[src/rtl/core/psg_pkg.sv]
// types and constants of the programmable sound generator
`timescale 1ns / 1ps
package psg_pkg;

	// bus and tick operations
	typedef enum logic [1:0] {
		OP_LATCH = 2'd0,
		OP_WRITE = 2'd1,
		OP_READ  = 2'd2,
		OP_TICK  = 2'd3
	} psg_op_t;

	// input transaction
	typedef struct packed {
		logic [1:0] func;
		logic [7:0] bus_data;
	} psg_req_t;

	// result transaction
	typedef struct packed {
		logic [7:0] read_data;
		logic       chan_a_on;
		logic [3:0] chan_a_level;
		logic       chan_b_on;
		logic [3:0] chan_b_level;
		logic       chan_c_on;
		logic [3:0] chan_c_level;
	} psg_rsp_t;

	// classified operation held in the queue between front and back
	typedef struct packed {
		psg_op_t    op;
		logic [7:0] data;
	} psg_cmd_t;

	localparam int NUM_REGS = 16;
	localparam int NUM_CH   = 3;
	localparam int Q_DEPTH  = 2;

	localparam logic [3:0] REG_NOISE      = 4'd6;
	localparam logic [3:0] REG_MIXER      = 4'd7;
	localparam logic [3:0] REG_AMP_A      = 4'd8;
	localparam logic [3:0] REG_ENV_FINE   = 4'd11;
	localparam logic [3:0] REG_ENV_COARSE = 4'd12;
	localparam logic [3:0] REG_SHAPE      = 4'd13;

	localparam logic [7:0] LEVEL_MASK = 8'h0F;
	localparam logic [7:0] NOISE_MASK = 8'h1F;
	localparam logic [7:0] READ_NONE  = 8'hFF;
	localparam logic [3:0] MAX_LEVEL  = 4'hF;

	// envelope shape bits
	localparam int SHAPE_HOLD_BIT   = 0;
	localparam int SHAPE_ALT_BIT    = 1;
	localparam int SHAPE_ATTACK_BIT = 2;
	localparam int SHAPE_CONT_BIT   = 3;
	localparam int AMP_ENV_BIT      = 4;

endpackage

[src/rtl/core/psg_front.sv]
// front end: classifies bus transactions and queues them for the engine
`timescale 1ns / 1ps
module psg_front import psg_pkg::*; (
	input  logic     clk,
	input  logic     arst_n,
	input  logic     req_valid,
	output logic     req_stall,
	input  psg_req_t req,
	output logic     cmd_valid,
	input  logic     cmd_pop,
	output psg_cmd_t cmd
);

	localparam int PW = $clog2(Q_DEPTH);

	psg_cmd_t        mem_q [Q_DEPTH];
	logic [PW-1:0]   wr_ptr_q;
	logic [PW-1:0]   rd_ptr_q;
	logic [PW:0]     count_q;
	logic            push;
	logic            pop;
	psg_cmd_t        cls;

	// classify the incoming transaction
	always_comb begin
		cls.op   = psg_op_t'(req.func);
		cls.data = req.bus_data;
	end

	assign req_stall = (count_q == (PW+1)'(Q_DEPTH));
	assign push      = req_valid && !req_stall;
	assign cmd_valid = (count_q != '0);
	assign pop       = cmd_pop && cmd_valid;
	assign cmd       = mem_q[rd_ptr_q];

	// queue storage
	always_ff @(posedge clk) begin
		if (push) begin
			mem_q[wr_ptr_q] <= cls;
		end
	end

	// queue pointers and fill count
	always_ff @(posedge clk or negedge arst_n) begin
		if (!arst_n) begin
			wr_ptr_q <= '0;
			rd_ptr_q <= '0;
			count_q  <= '0;
		end else begin
			if (push) begin
				wr_ptr_q <= (wr_ptr_q == PW'(Q_DEPTH - 1)) ? '0 : wr_ptr_q + 1'b1;
			end
			if (pop) begin
				rd_ptr_q <= (rd_ptr_q == PW'(Q_DEPTH - 1)) ? '0 : rd_ptr_q + 1'b1;
			end
			case ({push, pop})
				2'b10:   count_q <= count_q + 1'b1;
				2'b01:   count_q <= count_q - 1'b1;
				default: count_q <= count_q;
			endcase
		end
	end

endmodule

[src/rtl/core/psg_back.sv]
// back end: register file, tone, noise and envelope generators, result register
`timescale 1ns / 1ps
module psg_back import psg_pkg::*; (
	input  logic     clk,
	input  logic     arst_n,
	input  logic     cmd_valid,
	output logic     cmd_pop,
	input  psg_cmd_t cmd,
	output logic     rsp_valid,
	input  logic     rsp_stall,
	output psg_rsp_t rsp
);

	logic [7:0]  addr_q;
	logic [7:0]  regs_q [NUM_REGS];
	logic [11:0] tone_cnt_q [NUM_CH];
	logic        tone_ph_q [NUM_CH];
	logic [5:0]  noise_cnt_q;
	logic [16:0] lfsr_q;
	logic [16:0] env_cnt_q;
	logic [3:0]  env_lvl_q;
	logic        env_rise_q;
	logic        env_park_q;
	logic [3:0]  env_shape_q;
	logic        rsp_valid_q;
	psg_rsp_t    rsp_q;

	logic [7:0]  regs_d [NUM_REGS];
	logic [11:0] tone_cnt_d [NUM_CH];
	logic        tone_ph_d [NUM_CH];
	logic [5:0]  noise_cnt_d;
	logic [16:0] lfsr_d;
	logic [16:0] env_cnt_d;
	logic [3:0]  env_lvl_d;
	logic        env_rise_d;
	logic        env_park_d;
	logic [3:0]  env_shape_d;
	psg_rsp_t    rsp_d;

	logic        can_load;
	logic        fire;
	logic        is_latch;
	logic        is_write;
	logic        is_read;
	logic        is_tick;
	logic        addr_ok;
	logic [3:0]  addr_idx;
	logic [4:0]  noise_per;
	logic [15:0] env_per;
	logic [7:0]  rd_val;
	logic        ch_on [NUM_CH];
	logic [3:0]  ch_lvl [NUM_CH];

	// handshake between queue and result register
	assign can_load  = !rsp_valid_q || !rsp_stall;
	assign fire      = cmd_valid && can_load;
	assign cmd_pop   = fire;
	assign rsp_valid = rsp_valid_q;
	assign rsp       = rsp_q;

	assign is_latch = fire && (cmd.op == OP_LATCH);
	assign is_write = fire && (cmd.op == OP_WRITE);
	assign is_read  = fire && (cmd.op == OP_READ);
	assign is_tick  = fire && (cmd.op == OP_TICK);
	assign addr_ok  = (addr_q[7:4] == 4'd0);
	assign addr_idx = addr_q[3:0];

	// periods, zero counts as one
	always_comb begin
		noise_per = regs_q[REG_NOISE][4:0] & NOISE_MASK[4:0];
		if (noise_per == 5'd0) begin
			noise_per = 5'd1;
		end
		env_per = {regs_q[REG_ENV_COARSE], regs_q[REG_ENV_FINE]};
		if (env_per == 16'd0) begin
			env_per = 16'd1;
		end
	end

	// register file update
	always_comb begin
		for (int i = 0; i < NUM_REGS; i++) begin
			regs_d[i] = regs_q[i];
		end
		if (is_write && addr_ok) begin
			regs_d[addr_idx] = cmd.data;
		end
	end

	// tone counters
	always_comb begin
		logic [11:0] per;
		for (int ch = 0; ch < NUM_CH; ch++) begin
			per = {regs_q[4'(2 * ch + 1)][3:0], regs_q[4'(2 * ch)]};
			if (per == 12'd0) begin
				per = 12'd1;
			end
			tone_cnt_d[ch] = tone_cnt_q[ch];
			tone_ph_d[ch]  = tone_ph_q[ch];
			if (is_tick) begin
				if (tone_cnt_q[ch] <= 12'd1) begin
					tone_cnt_d[ch] = per;
					tone_ph_d[ch]  = !tone_ph_q[ch];
				end else begin
					tone_cnt_d[ch] = tone_cnt_q[ch] - 12'd1;
				end
			end
		end
	end

	// noise counter and shift register
	always_comb begin
		noise_cnt_d = noise_cnt_q;
		lfsr_d      = lfsr_q;
		if (is_tick) begin
			if (noise_cnt_q <= 6'd1) begin
				noise_cnt_d = {noise_per, 1'b0};
				lfsr_d      = {lfsr_q[0] ^ lfsr_q[3], lfsr_q[16:1]};
			end else begin
				noise_cnt_d = noise_cnt_q - 6'd1;
			end
		end
	end

	// envelope counter, ramp rules and restart on shape write
	always_comb begin
		env_cnt_d   = env_cnt_q;
		env_lvl_d   = env_lvl_q;
		env_rise_d  = env_rise_q;
		env_park_d  = env_park_q;
		env_shape_d = env_shape_q;
		if (is_write && addr_ok && (addr_idx == REG_SHAPE)) begin
			env_shape_d = cmd.data[3:0];
			env_park_d  = 1'b0;
			env_rise_d  = cmd.data[SHAPE_ATTACK_BIT];
			env_lvl_d   = cmd.data[SHAPE_ATTACK_BIT] ? 4'd0 : MAX_LEVEL;
			env_cnt_d   = {env_per, 1'b0};
		end else if (is_tick) begin
			if (env_cnt_q <= 17'd1) begin
				env_cnt_d = {env_per, 1'b0};
				if (!env_park_q) begin
					if (env_rise_q && (env_lvl_q != MAX_LEVEL)) begin
						env_lvl_d = env_lvl_q + 4'd1;
					end else if (!env_rise_q && (env_lvl_q != 4'd0)) begin
						env_lvl_d = env_lvl_q - 4'd1;
					end else if (!env_shape_q[SHAPE_CONT_BIT]) begin
						env_lvl_d  = 4'd0;
						env_park_d = 1'b1;
					end else if (env_shape_q[SHAPE_HOLD_BIT]) begin
						env_park_d = 1'b1;
						if (env_shape_q[SHAPE_ALT_BIT]) begin
							env_lvl_d = env_rise_q ? 4'd0 : MAX_LEVEL;
						end
					end else if (env_shape_q[SHAPE_ALT_BIT]) begin
						env_rise_d = !env_rise_q;
					end else begin
						env_lvl_d = env_rise_q ? 4'd0 : MAX_LEVEL;
					end
				end
			end else begin
				env_cnt_d = env_cnt_q - 17'd1;
			end
		end
	end

	// result from the state after this transaction
	always_comb begin
		logic [7:0] mixer;
		logic [7:0] amp;
		mixer  = regs_d[REG_MIXER];
		rd_val = 8'd0;
		if (is_read) begin
			rd_val = addr_ok ? regs_q[addr_idx] : READ_NONE;
		end
		for (int ch = 0; ch < NUM_CH; ch++) begin
			amp        = regs_d[REG_AMP_A + 4'(ch)];
			ch_on[ch]  = (mixer[ch] | tone_ph_d[ch]) & (mixer[ch + 3] | lfsr_d[0]);
			ch_lvl[ch] = amp[AMP_ENV_BIT] ? env_lvl_d : (amp[3:0] & LEVEL_MASK[3:0]);
		end
		rsp_d.read_data    = rd_val;
		rsp_d.chan_a_on    = ch_on[0];
		rsp_d.chan_a_level = ch_lvl[0];
		rsp_d.chan_b_on    = ch_on[1];
		rsp_d.chan_b_level = ch_lvl[1];
		rsp_d.chan_c_on    = ch_on[2];
		rsp_d.chan_c_level = ch_lvl[2];
	end

	// generator and register state
	always_ff @(posedge clk or negedge arst_n) begin
		if (!arst_n) begin
			addr_q <= 8'd0;
			for (int i = 0; i < NUM_REGS; i++) begin
				regs_q[i] <= 8'd0;
			end
			for (int ch = 0; ch < NUM_CH; ch++) begin
				tone_cnt_q[ch] <= 12'd1;
				tone_ph_q[ch]  <= 1'b0;
			end
			noise_cnt_q <= 6'd2;
			lfsr_q      <= 17'd1;
			env_cnt_q   <= 17'd2;
			env_lvl_q   <= 4'd0;
			env_rise_q  <= 1'b0;
			env_park_q  <= 1'b0;
			env_shape_q <= 4'd0;
		end else begin
			if (is_latch) begin
				addr_q <= cmd.data;
			end
			for (int i = 0; i < NUM_REGS; i++) begin
				regs_q[i] <= regs_d[i];
			end
			for (int ch = 0; ch < NUM_CH; ch++) begin
				tone_cnt_q[ch] <= tone_cnt_d[ch];
				tone_ph_q[ch]  <= tone_ph_d[ch];
			end
			noise_cnt_q <= noise_cnt_d;
			lfsr_q      <= lfsr_d;
			env_cnt_q   <= env_cnt_d;
			env_lvl_q   <= env_lvl_d;
			env_rise_q  <= env_rise_d;
			env_park_q  <= env_park_d;
			env_shape_q <= env_shape_d;
		end
	end

	// result valid flag
	always_ff @(posedge clk or negedge arst_n) begin
		if (!arst_n) begin
			rsp_valid_q <= 1'b0;
		end else if (can_load) begin
			rsp_valid_q <= cmd_valid;
		end
	end

	// result payload
	always_ff @(posedge clk) begin
		if (fire) begin
			rsp_q <= rsp_d;
		end
	end

endmodule

[src/rtl/core/psg_tone_noise_envelope_generator.sv]
// top level of the three-voice tone, noise and envelope sound generator
`timescale 1ns / 1ps
// Three-voice sound generator driven by one transaction per item: latch an address,
// write or read the latched byte register, or a base tick that advances the three
// tone counters, the 17-bit noise shift register and the envelope. Every transaction
// yields exactly one result carrying the read data (zero unless reading) and, per
// channel, the mixer gate and 4-bit level after it. Throughput is one transaction
// per clock while the result is not stalled: all generators update together in the
// engine. An accepted transaction passes through the two-entry command queue and
// then the result register; the queue lets input keep flowing while a result waits
// to be taken.
module psg_tone_noise_envelope_generator import psg_pkg::*; (
	input  logic     clk,
	input  logic     arst_n,
	input  logic     req_valid,
	output logic     req_stall,
	input  psg_req_t req,
	output logic     rsp_valid,
	input  logic     rsp_stall,
	output psg_rsp_t rsp
);

	logic     cmd_valid;
	logic     cmd_pop;
	psg_cmd_t cmd;

	// classification and queue
	psg_front u_front (
		.clk       (clk),
		.arst_n    (arst_n),
		.req_valid (req_valid),
		.req_stall (req_stall),
		.req       (req),
		.cmd_valid (cmd_valid),
		.cmd_pop   (cmd_pop),
		.cmd       (cmd)
	);

	// generators and result register
	psg_back u_back (
		.clk       (clk),
		.arst_n    (arst_n),
		.cmd_valid (cmd_valid),
		.cmd_pop   (cmd_pop),
		.cmd       (cmd),
		.rsp_valid (rsp_valid),
		.rsp_stall (rsp_stall),
		.rsp       (rsp)
	);

endmodule

[config.mk]
export PLATFORM = sky130hd
export DESIGN_NAME = psg_tone_noise_envelope_generator
export DESIGN_NICKNAME = d
export VERILOG_FILES = /design/src/rtl/core/psg_pkg.sv /design/src/rtl/core/psg_front.sv /design/src/rtl/core/psg_back.sv /design/src/rtl/core/psg_tone_noise_envelope_generator.sv
export SDC_FILE = /design/constraint.sdc
export NUM_CORES = 1
export LEC_CHECK = 0
export ABC_AREA = 1
export BUFFER_PORTS_ARGS = -buffer_cell sky130_fd_sc_hd__buf_2
export CAP_MARGIN = 20
export CORE_MARGIN = 3
export CORE_UTILIZATION = 35
export DETAILED_ROUTE_END_ITERATION = 8
export SLEW_MARGIN = 25
export SYNTH_ARGS = -nofsm -noshare
export SYNTH_HDL_FRONTEND = slang
export SYNTH_SLANG_ARGS = --single-unit
[constraint.sdc]
create_clock -name clk -period 1.8 [get_ports clk]
set_clock_uncertainty 0.05 [all_clocks]
set_input_delay 0.27 -clock clk [delete_from_list [all_inputs] [get_ports clk]]
set_output_delay 0.27 -clock clk [all_outputs]
set_load 0.02 [all_outputs]
==> run_results.csv <==
group,metric,value,unit
cts,cts_tree,"yes",
timing,setup_viol,119,
global_routing,grt-ovfl-total,0,
logic_synthesis,synth.area.top_cells,"dfrtp_1 42%, nand2_1 13%, edfxtp_1 9.9%",
floorplan,die_h,199.0,um
run_status,violations,"negative setup slack",
cts,cts_buffers,30,
setup_path,critical_path.max_stage_delay,0.47,ns
min_path,holdCritPathClass,"in2reg",
finish,syn_to_final_growth,38.88,%
timing,hold_viol,0,
placed_design,gp_congestion,0.9025,
logic_synthesis,synth_top_family_by_area,"simple AND/OR/NAND/NOR gates",
timing,max_freq,496.2,MHz
cts,clk_latency,0.55,ns
detailed_routing,drt_iter0_drc,835,
setup_path,crit_path_end_kind,"register",
floorplan,io_pins,39,
detailed_routing,routed_wl,39590,um
floorplan,fp-row-count,70,
logic_synthesis,synth_flop_cell,"dfrtp_1",
setup_path,cp_slowest_cell,"dfrtp_2",
floorplan,start_util,35.51,%
setup_path,cp-start-kind,"register",
finish,fillers,3316,
logic_synthesis,yosys_register_bits,269,
power,leakagePower,8.122,nW
logic_synthesis,yosys.area_share.adder,1.248,%
timing,rsz0062_at_grt,"yes",
timing,fin_crit_sh,112.0,%
timing,slew_violations,0,
timing,layout_min_cycle_time,2.015,ns
global_routing,grt_pass1_vias,11480,
logic_synthesis,yosys.area_share.simple,22.55,%
detailed_routing,routedWlPerCell,17.59,um
run,max-cap-violations,0,
cts,cts.clk_slew.worst_paths,0.06,ns
setup_path,path_max_fanout,6,
floorplan,die_w,199.0,um
global_routing,grt_pass1_wl,62110,um
placed_design,dp_hpwl,26990,um
logic_synthesis,yosysTopAreaCell,"dfrtp_1",
finish,drive_above_1_share,33.45,%
floorplan,die_area,39590,um^2
cts,clock_sinks,269,
logic_synthesis,ys_seq_area_share,53.36,%
global_routing,grt_max_degree,65,
finish,diodes,0,
finish,post_layout_nonfiller_instances,2250,
logic_synthesis,async_reset_ff_share,84.01,%
placed_design,dp_cells,2142,
setup_path,path_class,"reg2reg",
timing,relSlewSlack,75.07,%
floorplan,core_area,36700,um^2
logic_synthesis,synthXorXnorAreaFrac,2.131,%
logic_synthesis,syn_area,13030,um^2
logic_synthesis,ys_types,53,
timing,fin_ws,-0.2152,ns
finish,mostFrequentLayoutCells,"359 x nand2_1, 215 x dfrtp_1, 161 x buf_4, 84 x inv_1, 84 x o21ai_1",
power,powerDensity,1676,nW/um^2
global_routing,antenna_found_initial,2,
logic_synthesis,synth_compound_area_share,14.71,%
setup_path,cp_common_cell,"nand2_2",
finish,final_common_cell,"nand2_1",
logic_synthesis,syn_nets,1526,
global_routing,grt_use_total,19.49,%
cts,htree_levels,1,
detailed_routing,ant_nets,0,
run_status,outcome,"finished, violations left",
detailed_routing,drt_first_pass_iters,5,
logic_synthesis,synth-edff-count,43,
logic_synthesis,avgSynthCellArea,8.694,um^2
power,peakVddDrop,1034,uV
detailed_routing,vias,11790,
cts,clockBufferDepth,3,
placed_design,pre_cts_ws,-0.3062,ns
detailed_routing,drc,0,
logic_synthesis,ys_warn_count,0,
finish,nNetsFinal,1785,
timing,worstMarginPinSlew,0.3740,ns
setup_path,crit_arrival,2.28,ns
detailed_routing,vias_per_cell,5.240,
logic_synthesis,synthCells,1499,
logic_synthesis,synth_top_area_share,42.24,%
setup_path,worstPathCellList,"nand2_2 > o21ai_4 > buf_12 > nor2_8 > nand2_8 > nor2_4 > nand2_4 > o21ai_4 > inv_2 > nand2_2 > nand2_2",
setup_path,cp.required,2.06,ns
cts,root_buffer,"clkbuf_16",
placed_design,io_buffers,38,
logic_synthesis,synthMuxAreaShare,0.5376,%
[path summary, 6_finish.rpt]
| check | from | to | slack [ns] | cells past startpoint |
|---|---|---|---|---|
| hold / removal | req_valid | u_front.wr_ptr_q$_DFFE_PN0P_ | 0.02 | 3 |
| min in group asynchronous | arst_n | u_back.tone_cnt_q[13]$_DFFE_PN0P_ | 0.14 | 2 |
| max in group asynchronous | arst_n | u_back.env_cnt_q[1]$_DFFE_PN1P_ | 0.87 | 3 |
| setup reg to reg | u_front.rd_ptr_q$_DFFE_PN0P_ | u_back.rsp[0]$_DFFE_PP_ | -0.22 | 11 |
| hold reg to reg | u_back.lfsr_q[14]$_DFFE_PN0P_ | u_back.lfsr_q[14]$_DFFE_PN0P_ | 0.42 | 2 |
| setup / recovery | u_front.rd_ptr_q$_DFFE_PN0P_ | u_back.rsp[0]$_DFFE_PP_ | -0.22 | 11 |
[cells in the mapped netlist (all sizes together) (16+ instances only)]
library cell / n
o211ai: 24
nand4: 16
xor2: 19
a21oi: 27
edfxtp: 43
nor2: 106
buf: 21
inv: 111
a22oi: 30
o221ai: 18
nand3: 84
o21ai: 200
clkbuf: 40
nand2: 443
dfrtp: 220
[sequential cells by signal (all words and copies together) (netlist names)]
register            cells
u_back.regs_q         128
u_back.tone_cnt_q      36
u_back.rsp             23
u_front.mem_q          20
u_back.env_cnt_q       17
u_back.lfsr_q          17
u_back.addr_q           8
u_back.noise_cnt_q      6
u_back.env_lvl_q        4
u_back.tone_ph_q        3
u_front.count_q         2
u_back.env_park_q       1
u_back.env_rise_q       1
u_back.rsp_valid        1
u_front.rd_ptr_q        1
u_front.wr_ptr_q        1
[cell type report]
type,instances,area (um^2),area share (%)
Clock buffer,43,840.8,4.645
Clock inverter,13,162.7,0.8987
Inverter,112,460.4,2.544
Multi-Input combinational cell,1059,6479,35.79
Sequential cell,269,6960,38.46
Tap cell,468,585.6,3.235
Timing Repair Buffer,286,2611,14.43
[layer usage]
| layer | routed length [um] | vias up | global-route usage (%) |
|---|---|---|---|
| met1 | 17300 | 5747 | 26.80 |
| met2 | 19100 | 352 | 32.50 |
| met3 | 2099 | 80 | 2.913 |
| met4 | 1062 | 4 | 4.893 |
| met5 | 18 | - | 0 |
| li1 | - | 5607 | - |
[critical path, delay by kind of cell (launching register included)]
family          cells  cell delay (ns)
compound gates      2             0.30
buf+inv             2             0.22
flops               1             0.47
simple gates        7             0.72
[per-stage QoR]
step	util, %	cell area (um^2)	hold slack (ns)	power, W	setup TNS (ns)
global route	49.32	18100	0.03222	0.03223	-22.31
CTS	46.59	17100	0.1120	0.02893	-10.10
floorplan	-	13190	-0.07559	0.01630	-0.8574
detailed placement	41.80	15340	0.1214	0.02165	-22.18
finish	49.32	18100	0.01967	0.03034	-10.33
global placement	41.80	15340	0.1246	0.02143	-13.38
[logic make-up after synthesis]
family / count (synthesis)
xor+xnor: 30
compound gates: 325
buf+inv: 173
simple gates: 682
flops: 269
fa+ha+maj: 13
mux: 7
[power breakdown]
part / switching, W / internal (W) / leakage, nW / total (W)
logic: 0.00801 / 0.00589 / 4.25 / 0.0139
clock network: 0.00244 / 0.00380 / 0.487 / 0.00624
registers: 0.00176 / 0.00843 / 3.38 / 0.0102
total: 0.0122 / 0.0181 / 8.12 / 0.0303
[what timing repair did]
action                                  in CTS  in global routing
hold buffers                                12                  0
buffers inserted                            24                 13
hold endpoints to repair                   244                  0
endpoints found under the setup margin     193                213
gates cloned                                 4                  8
resized for setup                          134                312
pin swaps                                   39                 48
Power figures use the tool's default switching activity.
